File: src/tofm_pkg.sv
`timescale 1ns / 1ps
package tofm_pkg;

  localparam int unsigned MASTER_CLOCK = 3579545;
  localparam int unsigned CLOCK_DIVIDE = 72;
  localparam int unsigned CORE_RATE    = MASTER_CLOCK / CLOCK_DIVIDE;
  localparam logic [15:0] CORE_RATE16  = 16'(CORE_RATE);

  localparam int unsigned MAX_OPS   = 18;
  localparam int unsigned DVD_W     = 38;
  localparam int unsigned DVS_W     = 18;
  localparam logic [8:0]  LEVEL_MAX = 9'd511;

  // register map
  localparam logic [7:0] REG_WSE    = 8'h01;
  localparam logic [2:0] GRP_OP_CHR = 3'b001;
  localparam logic [2:0] GRP_OP_TL  = 3'b010;
  localparam logic [2:0] GRP_OP_AD  = 3'b011;
  localparam logic [2:0] GRP_OP_SR  = 3'b100;
  localparam logic [2:0] GRP_OP_WS  = 3'b111;
  localparam logic [3:0] GRP_CH_FL  = 4'hA;
  localparam logic [3:0] GRP_CH_KEY = 4'hB;
  localparam logic [3:0] GRP_CH_FB  = 4'hC;

  typedef enum logic [2:0] {
    EP_OFF     = 3'd0,
    EP_ATTACK  = 3'd1,
    EP_DECAY   = 3'd2,
    EP_SUSTAIN = 3'd3,
    EP_RELEASE = 3'd4
  } env_phase_t;

  typedef enum logic [3:0] {
    ST_IDLE,
    ST_CHECK,
    ST_ENV,
    ST_STEP,
    ST_MUL,
    ST_DIV,
    ST_PACC,
    ST_OUT,
    ST_DONE
  } seq_state_t;

  typedef struct packed {
    logic       egt;
    logic       ksr;
    logic [3:0] mult;
    logic [5:0] tl;
    logic [3:0] ar;
    logic [3:0] dr;
    logic [3:0] sl;
    logic [3:0] rr;
    logic [1:0] ws;
  } op_set_t;

  typedef struct packed {
    logic [9:0] fnum;
    logic [2:0] block;
    logic       key;
    logic [2:0] fb;
    logic       alg;
  } ch_set_t;

  typedef struct packed {
    env_phase_t ph;
    logic [8:0] lv;
  } env_t;

  typedef logic [11:0] lsin_tbl_t [256];

  function automatic lsin_tbl_t build_log_sin();
    lsin_tbl_t t;
    int x;
    int v;
    int bits;
    int tt;
    int frac;
    int lv;
    for (x = 0; x < 256; x++) begin
      v = x * (256 - x);
      if (v > 16383) v = 16383;
      if (v <= 1) begin
        t[x] = 12'd4095;
      end else begin
        bits = 0;
        tt = v;
        while (tt > 1) begin
          tt = tt >> 1;
          bits++;
        end
        frac = ((v << (14 - bits)) & 16383) >> 6;
        lv = ((14 - bits) << 8) - frac;
        if (lv > 4095) lv = 4095;
        t[x] = 12'(lv);
      end
    end
    return t;
  endfunction

  localparam lsin_tbl_t LOG_SIN_TBL = build_log_sin();

  function automatic logic [4:0] mult_x2(logic [3:0] m);
    logic [4:0] r;
    case (m)
      4'd0:    r = 5'd1;
      4'd1:    r = 5'd2;
      4'd2:    r = 5'd4;
      4'd3:    r = 5'd6;
      4'd4:    r = 5'd8;
      4'd5:    r = 5'd10;
      4'd6:    r = 5'd12;
      4'd7:    r = 5'd14;
      4'd8:    r = 5'd16;
      4'd9:    r = 5'd18;
      4'd10:   r = 5'd20;
      4'd11:   r = 5'd20;
      4'd12:   r = 5'd24;
      4'd13:   r = 5'd24;
      default: r = 5'd30;
    endcase
    return r;
  endfunction

  function automatic logic [4:0] first_op(logic [3:0] ch);
    logic [4:0] r;
    case (ch)
      4'd0:    r = 5'd0;
      4'd1:    r = 5'd1;
      4'd2:    r = 5'd2;
      4'd3:    r = 5'd6;
      4'd4:    r = 5'd7;
      4'd5:    r = 5'd8;
      4'd6:    r = 5'd12;
      4'd7:    r = 5'd13;
      4'd8:    r = 5'd14;
      default: r = 5'd0;
    endcase
    return r;
  endfunction

  function automatic logic [5:0] eff_rate(logic [3:0] base, logic ksr, logic [2:0] blk);
    logic [6:0] r;
    if (base == 4'd0) return 6'd0;
    r = {1'b0, base, 2'b00} + (ksr ? {3'b0, blk, 1'b0} : {5'b0, blk[2:1]});
    return (r > 7'd63) ? 6'd63 : r[5:0];
  endfunction

  function automatic logic [3:0] rate_shift(logic [5:0] ra);
    return (ra[5:2] >= 4'd13) ? 4'd0 : 4'd13 - ra[5:2];
  endfunction

  function automatic logic [10:0] rate_inc(logic [5:0] ra);
    logic [13:0] s;
    s = 14'd1 << rate_shift(ra);
    return s[13:3];
  endfunction

  function automatic env_t env_step(env_phase_t ph, logic [8:0] lv, op_set_t os,
                                    logic [2:0] blk);
    env_t        r;
    logic [5:0]  ra;
    logic [3:0]  sh;
    logic [13:0] stp;
    logic [21:0] prod;
    logic [12:0] inc;
    logic [11:0] sumv;
    logic [8:0]  tgt;
    r.ph = ph;
    r.lv = lv;
    case (ph)
      EP_ATTACK: begin
        ra = eff_rate(os.ar, os.ksr, blk);
        if (ra >= 6'd60) begin
          r.lv = 9'd0;
          r.ph = EP_DECAY;
        end else if (ra != 6'd0) begin
          sh  = rate_shift(ra);
          stp = 14'd1 << sh;
          if ({5'b0, lv} > stp) begin
            prod = 22'(lv) << sh;
            inc  = prod[21:9];
            if (inc == 13'd0) inc = 13'd1;
            r.lv = ({4'b0, lv} > inc) ? 9'({4'b0, lv} - inc) : 9'd0;
          end else begin
            r.lv = 9'd0;
          end
          if (r.lv == 9'd0) r.ph = EP_DECAY;
        end
      end
      EP_DECAY: begin
        tgt  = (os.sl == 4'd15) ? LEVEL_MAX : {os.sl, 5'b0};
        ra   = eff_rate(os.dr, os.ksr, blk);
        sumv = 12'(lv);
        if (ra != 6'd0) begin
          sumv = sumv + 12'(rate_inc(ra));
          if (sumv > 12'(LEVEL_MAX)) sumv = 12'(LEVEL_MAX);
        end
        if (sumv >= 12'(tgt)) begin
          r.lv = tgt;
          r.ph = os.egt ? EP_SUSTAIN : EP_RELEASE;
        end else begin
          r.lv = sumv[8:0];
        end
      end
      EP_SUSTAIN: begin
        if (!os.egt) r.ph = EP_RELEASE;
      end
      EP_RELEASE: begin
        ra   = eff_rate(os.rr, os.ksr, blk);
        sumv = 12'(lv) + ((ra != 6'd0) ? 12'(rate_inc(ra)) : 12'd1);
        if (sumv >= 12'(LEVEL_MAX)) begin
          r.lv = LEVEL_MAX;
          r.ph = EP_OFF;
        end else begin
          r.lv = sumv[8:0];
        end
      end
      default: begin
        r.lv = LEVEL_MAX;
        r.ph = EP_OFF;
      end
    endcase
    return r;
  endfunction

endpackage

File: src/tofm_div.sv
`timescale 1ns / 1ps
module tofm_div
  import tofm_pkg::*;
(
  input  logic             clk,
  input  logic             rst_n,
  input  logic             start,
  input  logic [DVD_W-1:0] dividend,
  input  logic [DVS_W-1:0] divisor,
  output logic             done,
  output logic [DVD_W-1:0] quot
);

  localparam int CNT_W = $clog2(DVD_W + 1);

  logic [DVD_W-1:0] q_r, q_nxt;
  logic [DVS_W-1:0] rem_r, rem_nxt;
  logic [DVS_W-1:0] dvs_r, dvs_nxt;
  logic [CNT_W-1:0] cnt_r, cnt_nxt;
  logic             busy_r, busy_nxt;
  logic             done_r, done_nxt;
  logic [DVS_W:0]   rem_sh;
  logic [DVS_W:0]   diff;

  // one quotient bit per cycle, restoring
  always_comb begin
    q_nxt    = q_r;
    rem_nxt  = rem_r;
    dvs_nxt  = dvs_r;
    cnt_nxt  = cnt_r;
    busy_nxt = busy_r;
    done_nxt = 1'b0;
    rem_sh   = {rem_r, q_r[DVD_W-1]};
    diff     = rem_sh - {1'b0, dvs_r};
    if (start) begin
      q_nxt    = dividend;
      rem_nxt  = '0;
      dvs_nxt  = divisor;
      cnt_nxt  = CNT_W'(DVD_W);
      busy_nxt = 1'b1;
    end else if (busy_r) begin
      if (rem_sh >= {1'b0, dvs_r}) begin
        rem_nxt = diff[DVS_W-1:0];
        q_nxt   = {q_r[DVD_W-2:0], 1'b1};
      end else begin
        rem_nxt = rem_sh[DVS_W-1:0];
        q_nxt   = {q_r[DVD_W-2:0], 1'b0};
      end
      cnt_nxt = cnt_r - CNT_W'(1);
      if (cnt_r == CNT_W'(1)) begin
        busy_nxt = 1'b0;
        done_nxt = 1'b1;
      end
    end
  end

  always_ff @(posedge clk) begin
    q_r   <= q_nxt;
    rem_r <= rem_nxt;
    dvs_r <= dvs_nxt;
    if (!rst_n) begin
      cnt_r  <= '0;
      busy_r <= 1'b0;
      done_r <= 1'b0;
    end else begin
      cnt_r  <= cnt_nxt;
      busy_r <= busy_nxt;
      done_r <= done_nxt;
    end
  end

  assign done = done_r;
  assign quot = q_r;

endmodule

File: config.mk
export PLATFORM = sky130hd
export DESIGN_NAME = tofm_div
export DESIGN_NICKNAME = d
export VERILOG_FILES = /design/src/tofm_pkg.sv /design/src/tofm_div.sv
export SDC_FILE = /design/constraint.sdc
export NUM_CORES = 1
export LEC_CHECK = 0
export BUFFER_PORTS_ARGS = -buffer_cell sky130_fd_sc_hd__buf_2
export CAP_MARGIN = 5
export CORE_MARGIN = 5
export CORE_UTILIZATION = 40
export DETAILED_ROUTE_END_ITERATION = 16
export PLACE_DENSITY_LB_ADDON = 0.08
export SLEW_MARGIN = 5
export SYNTH_ARGS = -nofsm -noshare
export SYNTH_HDL_FRONTEND = slang
export SYNTH_SLANG_ARGS = --single-unit
File: constraint.sdc
create_clock -name clk -period 4.65 [get_ports clk]
set_input_delay 0.465 -clock clk [delete_from_list [all_inputs] [get_ports clk]]
set_output_delay 0.465 -clock clk [all_outputs]
set_load 0.05 [all_outputs]
=== After elaboration in Yosys (flattened, before gate mapping) ===
Cells that the tools add are included.
Widths: inputs -> output; s select.

* Input bits: 59
* Output and inout port bits: 39
* Logic and storage cells: 26
* Flip-flop bits (word level): 82

* Equal/unequal tests: 1
* Multiplexer cells: 10
* Reductions and logical operators: 3
* Order comparisons: 1
* Add/subtract/negate cells: 2
* Bitwise operators: 2

{| class="wikitable"
|+ Operators with widths
! cell !! number
|-
| $mux 38 || 2
|-
| $ge 19x18->1 || 1
|-
| $mux 18 || 1
|-
| $sub 18x18->18 || 1
|-
| $mux 6 || 2
|-
| $eq 6x1->1 const B || 1
|-
| $sub 6x1->6 const B || 1
|-
| $mux 1 || 5
|-
| $reduce_or 3->1 || 1
|-
| $not 1->1 || 2
|-
| $reduce_bool 2->1 || 1
|-
| $reduce_or 2->1 || 1
|}

=== Depth between registers and ports, before layout ===
Gate-level depths: netlist of the first run.

* Word-level depth: 4
* Mapped depth: 11
* Mapped depth without buffers: 11

=== Worst setup path after synthesis of the first run ===
OpenSTA, ideal clock, no wires.

* Kind: register -> register
* From: register q_r[37], in the netlist quot[37]
* To: register rem_r[12]
* Data arrival time: 2.600 ns
* Buffers on the path: 0
* Stages on the path, launching flop included: 12
* Path slack: 1.930 ns
* Data required time: 4.530 ns
* Clock period less this slack: 2.720 ns
* Setup time: 0.120 ns
* Path through: edfxtp_1 inv_1 ha_1 inv_1 fa_1 a211oi_2 o21ai_0 a21o_1 a31oi_1 o21ai_0 xor2_1 o31a_1

* Longest elaborated chain between the ends: 2
* Elaborated cells between the ends (all ways): 3
* Those cells by class: 1 x add/sub; 1 x order compare; 1 x mux

{| class="wikitable"
|+ RTL lines
! what !! line !! RTL
|-
| from (decl) || tofm_div.sv:16 || <nowiki>logic [DVD_W-1:0] q_r, q_nxt;</nowiki>
|-
| from (signal assigned) || tofm_div.sv:58 || <nowiki>q_r <= q_nxt;</nowiki>
|-
| $sub 18x18->18 / $ge 19x18->1 (equally long branches) || tofm_div.sv:34, tofm_div.sv:42 ||
|-
| $mux 18 * || tofm_div.sv:42 || <nowiki>if (rem_sh >= {1'b0, dvs_r}) begin</nowiki>
|-
| to (signal assigned) || tofm_div.sv:59 || <nowiki>rem_r <= rem_nxt;</nowiki>
|-
| to (decl) || tofm_div.sv:17 || <nowiki>logic [DVS_W-1:0] rem_r, rem_nxt;</nowiki>
|}

Mark *: on every way between the ends. The rest lies on a longest branch, timed or not.
A chain may end at the register's enable or synchronous reset.

=== Worst setup path after layout of the first run ===
Same ends and word-level chain as after synthesis.

==> results, run 1 <==
- The post-route netlist has 34.3% of its cells at a drive strength greater than 1.
- The wire length of the first global-routing pass is 15100 um.
- For this run the aggregate overflow at the end of global routing stands at 0.
- When the netlist entered floorplanning its net count stood at 449.
- Measured along the x axis, the die boundary spans 113 um.
- In this run the power density over the cells is 377 nW/um^2.
- 0 antenna diodes ended up in the layout.
- The worst path in the final design needs a cycle of 2660 ps, including I/O delays and setup.
- VDD sags by at most ~0.00025 V.
- The floorplan has 37 rows.
- The via count of the first global-routing pass is 3157.
- Setup repair after global routing left no endpoint under its margin.
- The maximum achievable frequency is 0.376 GHz.
- The reg-to-reg setup timing slack is 1990 ps.
- Global routing used 14.8% of the available tracks.
- Setup total negative slack on the finished layout was measured at 0 ps.
- The count of routing violations after the opening detailed-route iteration is 93.
- The longest clock path from root to sink contains 2 buffers.
- After clock tree synthesis, the setup repair step added 0 buffers.
- Summed over all cells, the static leakage comes to 2.19 nW.
- Clock-pin slew was measured on the worst setup and hold paths at around 90 ps.
- Once the clock tree was built, the resizer swapped 0 gates to a different size.
- The clock reaches the later pin of the worst-skew pair after roughly 360 ps.
- The count of maximum capacitance violations is 0.
- The cell with the most instances after synthesis is sky130_fd_sc_hd__edfxtp_1.
- In this run, CTS created clock tree buffers numbering 9.
- Counting instances, the worst hold path has a depth of 1.
- The switching share of power is 30.3%.
- The post-synthesis instance area is 4270 sq um.
- The worst setup path is captured at a flop.
- Registers take 2200 sq um.
- Per report_power, the sequential group accounts for between 40% and 50% of the total.
- The DRC violation count after routing is 0.
- The post-route clock period utilization is 57.2%.
- TritonCTS built the clock tree.
- Detailed routing inserted a total of 3055 vias.
- Detailed placement ended at an HPWL of 6510 um.
- From synthesis to final layout, the design area changed by 19.4%.
- The relative slew slack is 40.2%.
- For the worst flop-to-flop path, the logic depth is 11.
- After synthesis, the largest family of logic cells by area is multiplexers.
- The number of enable-type register cells in the synthesized netlist is 56.
- By count the netlist is led by 56 x sky130_fd_sc_hd__edfxtp_1, 37 x sky130_fd_sc_hd__mux2_2, 29 x sky130_fd_sc_hd__nor2_1, 28 x sky130_fd_sc_hd__inv_1, 26 x sky130_fd_sc_hd__dfxtp_1.
- Summing all multi-input logic gate instances after layout gives 1880 sq um.
- Yosys printed 0 warnings.
- The critical path start-end classification is reg2reg.
- In this run the worst path has a maximum fanout of 3.
- The total setup violations reported at the end of the flow is 0.
- The initial antenna violation count is 1.
- Combinational logic is responsible for a little under a quarter of the overall power.
- The floorplan step defined a die boundary enclosing ~13000 sq um.
- The run finished with clean final reports.
- At the worst endpoint, the arrival time is 2920 ps.
- The sequential share of the synthesized area is 51.6%.
- For this design, the CTS-stage hold fixing added 0 buffers.
- In the synthesized netlist, the number of instances is 369.
- Final hold analysis gives a worst-case slack of 269 ps.
- Synthesis inferred 82 register bits.
- The filler cell count is 997.
- After detailed routing, the number of vias per cell comes to 5.05.
- For this run, the post-layout net count is between 500 and 600.
- The weighted congestion at the end of routability-driven global placement is 0.875.
- The worst clock skew is 14.2 ps.
- The area share of the leading cell type in the synthesized netlist is between 30% and 40%.
- The deepest level of the CTS H-tree is 3.
- Measured along the y axis, the die boundary spans 113 um.
- The type of the worst min-delay path is in2reg.
- The number of primary I/O pins is 98.
- The first TritonRoute pass finished after 7 iterations.
- Dividing the detail-routed wire length by the instance count gives 15.1 um.
- The basic-gate share of the synthesized area counting and, or, nand and nor cells is 9.14%.
- The data required time of the worst path is 4910 ps.
- The worst setup path is launched from a flop.
- The count of distinct cell types in the synthesized netlist is between 40 and 50.
- The transition time of the tightest slew-check pin is 897 ps.
- Multiplexer cells account for around an eighth of the synthesized area.
- In this run the remaining antenna-violating nets after routing total 0.
- Entering global routing, the biggest net connects 75 pins.
- The initial utilization of the core area, before any placement, comes to 41.2%.
- CTS saw slightly above 80 sinks.
- The internal portion of the total power is about 1.3 mW.
- The clock network fraction of design power is 31.3%.
- Of all flip-flops after synthesis, the portion carrying an async set or reset was 0%.
- Sorting the synthesized cells by area gives the leading types as sky130_fd_sc_hd__edfxtp_1 39%, sky130_fd_sc_hd__dfxtp_1 12%, sky130_fd_sc_hd__mux2_2 9.8%, sky130_fd_sc_hd__ha_1 5.9%, sky130_fd_sc_hd__mux2i_1 2.6%.
- The clock root buffer master is sky130_fd_sc_hd__clkbuf_8.
- The number of max-slew violations in the final report is 0.
- Of the total synthesized cell area, the portion taken by XOR and XNOR cells is just under 4%.
- The top flip-flop cell by instance count after synthesis is sky130_fd_sc_hd__edfxtp_1.
- The analysis attributes to net switching a power of 582 uW.
- The total routed wirelength is 9110 um.
- The post-synthesis average cell area is roughly 12 sq um.
- The count of input and output buffers is 97.
- The count of final hold-check violations is 0.
- The adder-cell area share of the yosys netlist is 6.33%.
- The total area inside the core boundary comes to 10400 sq um.
- The biggest area contributor in the post-synthesis netlist is sky130_fd_sc_hd__edfxtp_1.
- The complex-gate fraction of the synthesized area is 12.2%.
==> metal layers <==
metal,track usage (%),share of wire (%),vias up
li1,-,-,1543
met1,18.2,44,1427
met2,23.4,48,75
met3,6.42,7.2,8
met4,4.57,0.77,2
met5,0,0.088,-
==> sequential cells by signal, summed over array words and instances (netlist names) <==
| name | flops |
|---|---|
| rem_r | 18 |
| done | 1 |
| busy_r | 1 |
| cnt_r | 6 |
| dvs_r | 18 |
| quot | 38 |
==> power groups by stage <==
stage / combinational (mW) / sequential, mW / clock (mW)
3_5_place_dp: 0.439 / 0.899 / 0
3_3_place_gp: 0.438 / 0.899 / 0
2_1_floorplan: 0.215 / 1.02 / 0
4_1_cts: 0.441 / 0.884 / 0.626
5_1_grt: 0.475 / 0.893 / 0.657
6_report: 0.437 / 0.883 / 0.601
==> critical path, cell delays in order (launching register included) <==
cell	delay [ps]
sky130_fd_sc_hd__edfxtp_1	400
sky130_fd_sc_hd__inv_1	70
sky130_fd_sc_hd__ha_1	150
sky130_fd_sc_hd__inv_1	50
sky130_fd_sc_hd__fa_1	420
sky130_fd_sc_hd__a211oi_2	300
sky130_fd_sc_hd__o21ai_0	170
sky130_fd_sc_hd__a21o_1	190
sky130_fd_sc_hd__a31oi_1	260
sky130_fd_sc_hd__o21ai_0	140
sky130_fd_sc_hd__xor2_1	170
sky130_fd_sc_hd__o31a_1	240
==> placed cells by master (no fill, tap or decap), types with 13 or more instances in the layout <==
| master | instances |
|---|---|
| sky130_fd_sc_hd__dfxtp_1 | 26 |
| sky130_fd_sc_hd__a21oi_1 | 17 |
| sky130_fd_sc_hd__nand2_1 | 19 |
| sky130_fd_sc_hd__inv_1 | 28 |
| sky130_fd_sc_hd__buf_2 | 97 |
| sky130_fd_sc_hd__o21ai_0 | 13 |
| sky130_fd_sc_hd__mux2_2 | 37 |
| sky130_fd_sc_hd__ha_1 | 20 |
| sky130_fd_sc_hd__nor2_1 | 29 |
| sky130_fd_sc_hd__edfxtp_1 | 56 |
==> layout make-up <==
cell class                 instances  share of cell area (%)
tap                              136                    3.34
clock inverter                     5                    1.67
timing repair buffer             100                    9.97
clock buffer                      11                    2.97
multi-input combinational        243                    36.8
sequential                        82                    43.2
inverter                          28                    2.06
==> final timing paths <==
check,start,to
worst min-delay path,divisor[4],dvs_r[4]
worst max-delay path,quot[37],rem_r[12]
worst min register to register,rem_r[2],rem_r[2]
worst max register to register,quot[37],rem_r[12]
==> cell families after synthesis <==
group                    Yosys count
AO/OA/AOI/OAI                     74
flip-flops                        82
AND/OR/NAND/NOR                   81
multiplexers                      48
buffers and inverters             44
adder cells (fa/ha/maj)           21
XOR/XNOR                          19
==> stage by stage <==
step,cells,utilization [%],setup slack (ps),cell area [sq um],total power [mW]
2_1_floorplan,369,-,1930,4270,1.23
3_5_place_dp,589,46.9,2010,4860,1.34
6_report,605,49.2,1990,5100,1.92
5_1_grt,605,49.2,1750,5100,2.03
4_1_cts,605,49.2,1980,5100,1.95
3_3_place_gp,589,46.9,2080,4860,1.34
No activity file was read; power rests on OpenSTA's default activity.
==> run 2: changes to the inputs <==
- clock period: 4.65 -> 2.3 ns (I/O delays scaled with it)
==> results, run 2 (synthesis gave the netlist of run 1 again) <==
- The area added between synthesis and finish is 24.1%.
- The deepest level of the CTS H-tree is 3.
- The final critical path takes up 101% of the cycle.
- The weighted congestion at the end of routability-driven global placement is ~0.81.
- The routed layout has 3139 vias.
- The post-route netlist has between 40% and 50% of its cells at a drive strength greater than 1.
- For this run, design rule violations remaining after detail routing come to 0.
- On the final layout, the worst clock skew is 9.84 ps.
- The number of diodes added for antenna fixing is 0.
- The switching share of power is 33.2%.
- TritonCTS built the clock tree.
- Of all nets on the critical path, the largest fanout is 2.
- In this run the remaining antenna-violating nets after routing total 0.
- Fill cells in the final layout number 988.
- The number of primary I/O pins is 98.
- The shortest period the worst path allows is 2320 ps.
- The kind of cell with the highest combined delay on the critical path is compound AO/OA/AOI/OAI gates.
- After layout, the worst setup slack is -19.1 ps.
- The sequential power share is 47.2%.
- The peak per-stage delay on the critical path is 390 ps.
- The floorplan step defined a die boundary enclosing 12800 sq um.
- The checks that failed: negative setup slack.
- For this design, the CTS-stage hold fixing added 0 buffers.
- The count of final hold-check violations was 0.
- The core box area is approximately 10000 sq um.
- In this run the most critical hold path is launched from divisor[3].
- For this run, the total global-route usage over all layers was measured as 14.9%.
- The routed wire length per instance is 15.3 um.
- Setup repair after global routing could not meet its margin everywhere.
- The net switching power is roughly 1.3 mW.
- The critical path goes through inv_1 > ha_2 > inv_2 > fa_2 > a211oi_2 > o21ai_1 > a21o_1 > a31oi_4 > o21ai_2 > xor2_1 > o31a_1.
- The worst setup path is of the reg2reg kind.
- The initial antenna violation count is 0.
- Leaving out fill and tap cells, the most frequent cell in the layout is sky130_fd_sc_hd__buf_2.
- The die is ~110 um wide.
- The worst reg2reg path endpoint is rem_r[12].
- Across the VDD grid, the largest voltage drop is 0.000347 V.
- The share of total power in combinational logic is roughly a quarter.
- For the worst flop-to-flop path, the logic depth is 11.
- In this run, placement finished with an instance count of roughly 600.
- Static timing analysis puts the maximum clock frequency at 0.431 GHz.
- Counting every sink on the clock net gives 82.
- The number of max-slew violations in the final report is 0.
- The number of flip-flops under the largest register name is 38.
- The clock slew seen by the registers of the worst setup and hold paths is around 90 ps.
- The flow ran to the end, but the final reports show violations.
- The sum of buffers and inverters on the critical path is 2.
- The total negative slack is -19.1 ps.
- For this design, the slowest cell found on the critical path is sky130_fd_sc_hd__edfxtp_1.
- The endpoint arrival time on the critical path is 2570 ps.
- The count of routing violations after the opening detailed-route iteration is 92.
- The power per unit of standard cell area is 714 nW/um^2.
- The internal portion of the total power is 2.53 mW.
- The total routed wirelength is 9500 um.
- The path class of the tightest hold or removal check is in2reg.
- In this run, the clock network consumes 27.3% of the power.
- Summed over all nets, the half-perimeter wirelength after detailed placement is 6910 um.
- The kind of launch point of the worst setup path is a flop.
- Global routing finished with a remaining overflow of 0.
- The setup check on the worst reg-to-reg path leaves a slack of -20 ps.
- The number of iterations in the first detailed-routing pass is 4.
- In the layout the commonest cells are 97 x sky130_fd_sc_hd__buf_2, 56 x sky130_fd_sc_hd__edfxtp_1, 37 x sky130_fd_sc_hd__mux2_2.
- Buffers placed on the I/O ports in this run total 97.
- The insertion delay to the later sink of the worst-skew pair is 350 ps.
- The data required time of the worst path is 2550 ps.
- The via count of the first global-routing pass is 3221.
- The maximum root-to-sink buffer count is 2.
- The maximum number of pins on one net before global-route repair is 41.
- The path with the worst hold slack has its endpoint at dvs_r[3].
- For the pin with the worst max-slew slack, the measured transition is 661 ps.
- Cells fill 51.1% of the core in the end.
- For this design the static power due to leakage is 2.26 nW.
- Setup violations remaining at the end of the flow were counted as 1.
- The per-cell via count in the routed design is around 5.
- The worst flop-to-flop path startpoint is quot[37].
- Clock tree synthesis inserted a total of 9 buffers.
- The count of non-filler cells in the finished layout is around 620.
- The final layout net count is 560.
- The floorplan has 37 rows.
- The count of maximum capacitance violations is 0.
- The total power draw is 3.78 mW.
- The clock root buffer master is sky130_fd_sc_hd__clkbuf_8.
- The critical path capture point type is a flop.
- The vertical die dimension is 113 um.
- Counting instances, the worst hold path has a depth of 1.
- The number of gates on the worst path with buffers counted is 11.
- The starting density of the core is 41.2%.
- The relative slew slack is 55.8%.
- The first global-routing pass estimated between 15000 and 20000 um of wire.
-- run 2: final cells by class --
type	instances	area (sq um)	area share [%]
clock buffers	10	138	2.60
repair buffers	116	653	12.3
flip-flops and latches	82	2200	41.6
well taps	136	170	3.21
clock inverters	6	56.3	1.06
multi-input cells	243	1970	37.3
inverters	28	105	1.98
-- run 2: power by group through the flow --
stage	combinational [mW]	sequential [mW]	clock (mW)
after floorplan	0.439	2.06	0
after global placement	0.917	1.82	0
after detailed placement	0.924	1.82	0
after CTS	0.928	1.79	1.08
after global routing	1.05	1.81	1.14
final	0.964	1.79	1.03
-- run 2: routing by layer --
layer	up-vias	track usage (%)	share of wire, %
li1	1566	-	-
met4	0	3.37	0.82
met2	81	24.5	48
met1	1484	18.9	45
met5	-	0	0
met3	8	5.35	6.1
-- run 2: how the worst max path moves through the flow --
| stage | start | endpoint | slack, ps |
|---|---|---|---|
| 2_1_floorplan | quot[37] | rem_r[12] | -200 |
| 3_3_place_gp | quot[37] | rem_r[12] | 40 |
| 3_5_place_dp | quot[37] | rem_r[12] | -40 |
| 4_1_cts | quot[37] | rem_r[12] | -80 |
| 5_1_grt | quot[37] | rem_r[12] | -120 |
| 6_report | quot[37] | rem_r[12] | -20 |
-- run 2: worst reg2reg max path: stages, from the launching register on --
cell and delay, ps:
sky130_fd_sc_hd__edfxtp_1 390, sky130_fd_sc_hd__inv_1 70, sky130_fd_sc_hd__ha_2 170, sky130_fd_sc_hd__inv_2 40, sky130_fd_sc_hd__fa_2 340, sky130_fd_sc_hd__a211oi_2 230, sky130_fd_sc_hd__o21ai_1 110, sky130_fd_sc_hd__a21o_1 210
sky130_fd_sc_hd__a31oi_4 180, sky130_fd_sc_hd__o21ai_2 70, sky130_fd_sc_hd__xor2_1 160, sky130_fd_sc_hd__o31a_1 230
-- run 2: stage by stage --
stage,instance area (sq um),setup slack [ps],hold slack (ps)
after floorplan,4280,-197,329
after global routing,5300,-120,10.8
after CTS,5180,-77.1,18.7
after detailed placement,4980,-40.8,409
final,5300,-19.1,42.1
after global placement,4980,38.9,408
-- run 2: timing repair --
action	in CTS	in global routing
setup endpoints to repair	1	18
hold endpoints to repair	0	0
pin swaps	0	7
setup buffers	0	4
gates resized for setup	0	22
==> run 3: changes to the inputs <==
- REMOVE_ABC_BUFFERS: not set -> 1
==> results, run 3 (synthesis gave the netlist of run 1 again) <==
- The tightest hold margin is ~37 ps.
- The number of diodes added for antenna fixing is 0.
- The count of non-filler cells in the finished layout is around 630.
- The area added between synthesis and finish is 29.6%.
- The final reports fail on negative setup slack.
- The per-cell via count in the routed design is 5.08.
- The worst clock skew is 12.3 ps.
- The number of primary I/O pins is 98.
- The initial antenna violation count is 0.
- The critical path capture point type is a flop.
- The power per unit of standard cell area is ~710 nW/um^2.
- The core box area is 10400 sq um.
- The number of sinks on the clock net is just over 80.
- The number of flip-flops under the largest register name is 38.
- Summing all non-filler instances in the final layout gives an area of 5530 sq um.
- Summing all placed instances gives a cell area of 5030 sq um.
- The clock root buffer master is sky130_fd_sc_hd__clkbuf_8.
- Once routing completed, OpenROAD measured the worst setup slack at -50.8 ps.
- In this run the deepest clock path goes through 2 buffers.
- The worst register-to-register path begins at quot[37].
- The number of iterations in the first detailed-routing pass is 4.
- The count of maximum capacitance violations is 0.
- The critical path start-end classification is reg2reg.
- In the final layout, flip-flops and latches occupy 2200 sq um.
- Entering global routing, the biggest net connects 75 pins.
- From left edge to right edge, the die measures 113 um.
- In this run the top signal layer used is met4.
- For the worst-skew pair, the clock arrives at the later sink with an insertion delay of 360 ps.
- The routed wire length per instance is between 15 and 20 um.
- The floorplan step defined a die boundary enclosing ~13000 sq um.
- Setup violations remaining at the end of the flow were counted as 1.
- The number of max-slew violations in the final report came to 0.
- Routability-driven placement finished with a final weighted congestion of ~0.82.
- The total routed wirelength is 9850 um.
- Clock tree synthesis inserted a total of 9 buffers.
- Summing over every cut layer, the via total after detailed routing is about 3200.
- The flow ran to the end, but the final reports show violations.
- The tightest min-delay check is of the in2reg type.
- After detailed routing, the number of remaining DRC violations is 0.
- Setup repair after global routing could not meet its margin everywhere.
- The count of nets left with antenna violations once routing finished came out at 0.
- The first element of the critical path is quot[37].
- After clock tree synthesis, the clock-pin slew on the worst setup and hold paths is 90 ps.
- The count of placed standard cells including taps is 607.
- The overflow left after global routing is 0.
- Along the worst path, the maximum fanout reaches 2.
- Global routing consumed, over all layers together, 15.1% of the routing resources.
- Summed over all nets, the half-perimeter wirelength after detailed placement is 6770 um.
- The worst-case IR drop observed on VDD is 0.000459 V.
- For the finished layout, the period the worst path requires is 2350 ps.
- TritonCTS built the clock tree.
- The final layout net count is roughly 570.
- The area taken by multi-input logic gates is just over 2000 sq um.
- The kind of launch point of the worst setup path is a flop.
- The library cell used most frequently in the layout, excluding fill and tap cells, is sky130_fd_sc_hd__buf_2.
- The library cells used most frequently in the layout, excluding fill and tap cells, are 97 x sky130_fd_sc_hd__buf_2, 56 x sky130_fd_sc_hd__edfxtp_1, 37 x sky130_fd_sc_hd__mux2_2.
- The detailed router put a total of 4430 um of wire on met1.
- The wire length of the first global-routing pass is 15600 um.
- For the pin with the worst max-slew slack, the measured transition is about 700 ps.
- The count of input and output buffers is 97.
- The count of routing violations after the opening detailed-route iteration is 140.
- The filler cell count is 937.
- The beginning of the worst hold path is divisor[10].
- The layout cell share with drive strength beyond 1 is 44.2%.
- The detailed-routed wire length on met2 is 4530 um.
- In this run the tightest slew margin relative to its limit is between 50 and 60%.
- The number of placement rows is 37.
- The worst path uses 102% of the clock period.
- The count of final hold-check violations is 0.
- The leakage power figure is between 2 and 2.5 nW.
- STA puts the critical path data required time at 2560 ps.
- The vertical die dimension is roughly 110 um.
- For the worst setup path, the data arrival time is 2610 ps.
- The deepest level of the CTS H-tree is 3.
- The via count of the first global-routing pass came to about 3300.
- The starting density of the core is around two fifths.
- Detailed routing placed a total of 724 um of wire on met3.
- Derived from the worst setup path, the maximum achievable clock frequency is 0.425 GHz.
[run 3: cell count changes in the layout (fill, tap and decap cells not counted), sizes merged]
cell	before	now
buf	116	128
clkbuf	10	12
inv	32	31
[run 3: metal layers]
layer	up-vias	track usage, %
met3	12	6.90
met2	96	23.0
li1	1594	-
met5	-	0
met1	1517	19.2
met4	0	4.57
[run 3: final cells by class]
cell class                 count  share of cell area, %
tap                          136                   3.08
clock inverter                 5                  0.701
inverter                      28                   1.90
sequential                    82                   39.8
timing repair buffer         129                   14.2
multi-input combinational    243                   37.1
clock buffer                  11                   3.14
[run 3: repair_timing]
item | in CTS | in global routing
cloned | 0 | 1
hold buffers | 0 | 0
setup endpoints to repair | 4 | 17
resized for setup | 4 | 41
pin swaps | 3 | 24
buffers inserted | 1 | 10
[run 3: path summary, 6_finish.rpt]
| kind | to | slack (ps) | depth (start not counted) |
|---|---|---|---|
| setup / recovery | rem_r[12] | -50 | 11 |
| hold / removal | dvs_r[10] | 40 | 1 |
| setup reg to reg | rem_r[12] | -50 | 11 |
| hold reg to reg | rem_r[14] | 510 | 2 |
[run 3: power by group]
| part | total (mW) | internal [mW] | switching (mW) |
|---|---|---|---|
| combinational | 1.03 | 0.400 | 0.631 |
| clock | 1.11 | 0.534 | 0.576 |
| sequential | 1.79 | 1.72 | 0.0697 |
[run 3: worst max-delay path, stage by stage, from the launching register on]
cell and delay [ps]:
sky130_fd_sc_hd__edfxtp_1 390, sky130_fd_sc_hd__inv_1 80, sky130_fd_sc_hd__ha_2 180, sky130_fd_sc_hd__inv_2 40
sky130_fd_sc_hd__fa_2 360, sky130_fd_sc_hd__a211oi_4 270, sky130_fd_sc_hd__o21ai_2 80, sky130_fd_sc_hd__a21o_1 210
sky130_fd_sc_hd__a31oi_4 170, sky130_fd_sc_hd__o21ai_2 70, sky130_fd_sc_hd__xor2_1 150, sky130_fd_sc_hd__o31a_1 230
[run 3: through the flow]
step / utilization (%) / TNS, ps / total power, mW / setup slack (ps)
finish: 53.4 / -50.8 / 3.93 / -50.8
CTS: 50.7 / -16.9 / 3.89 / -16.9
global route: 53.4 / -760 / 4.13 / -159
floorplan: - / -1000 / 2.47 / -420
global placement: 48.5 / -371 / 2.75 / -230
detailed placement: 48.5 / -377 / 2.76 / -226
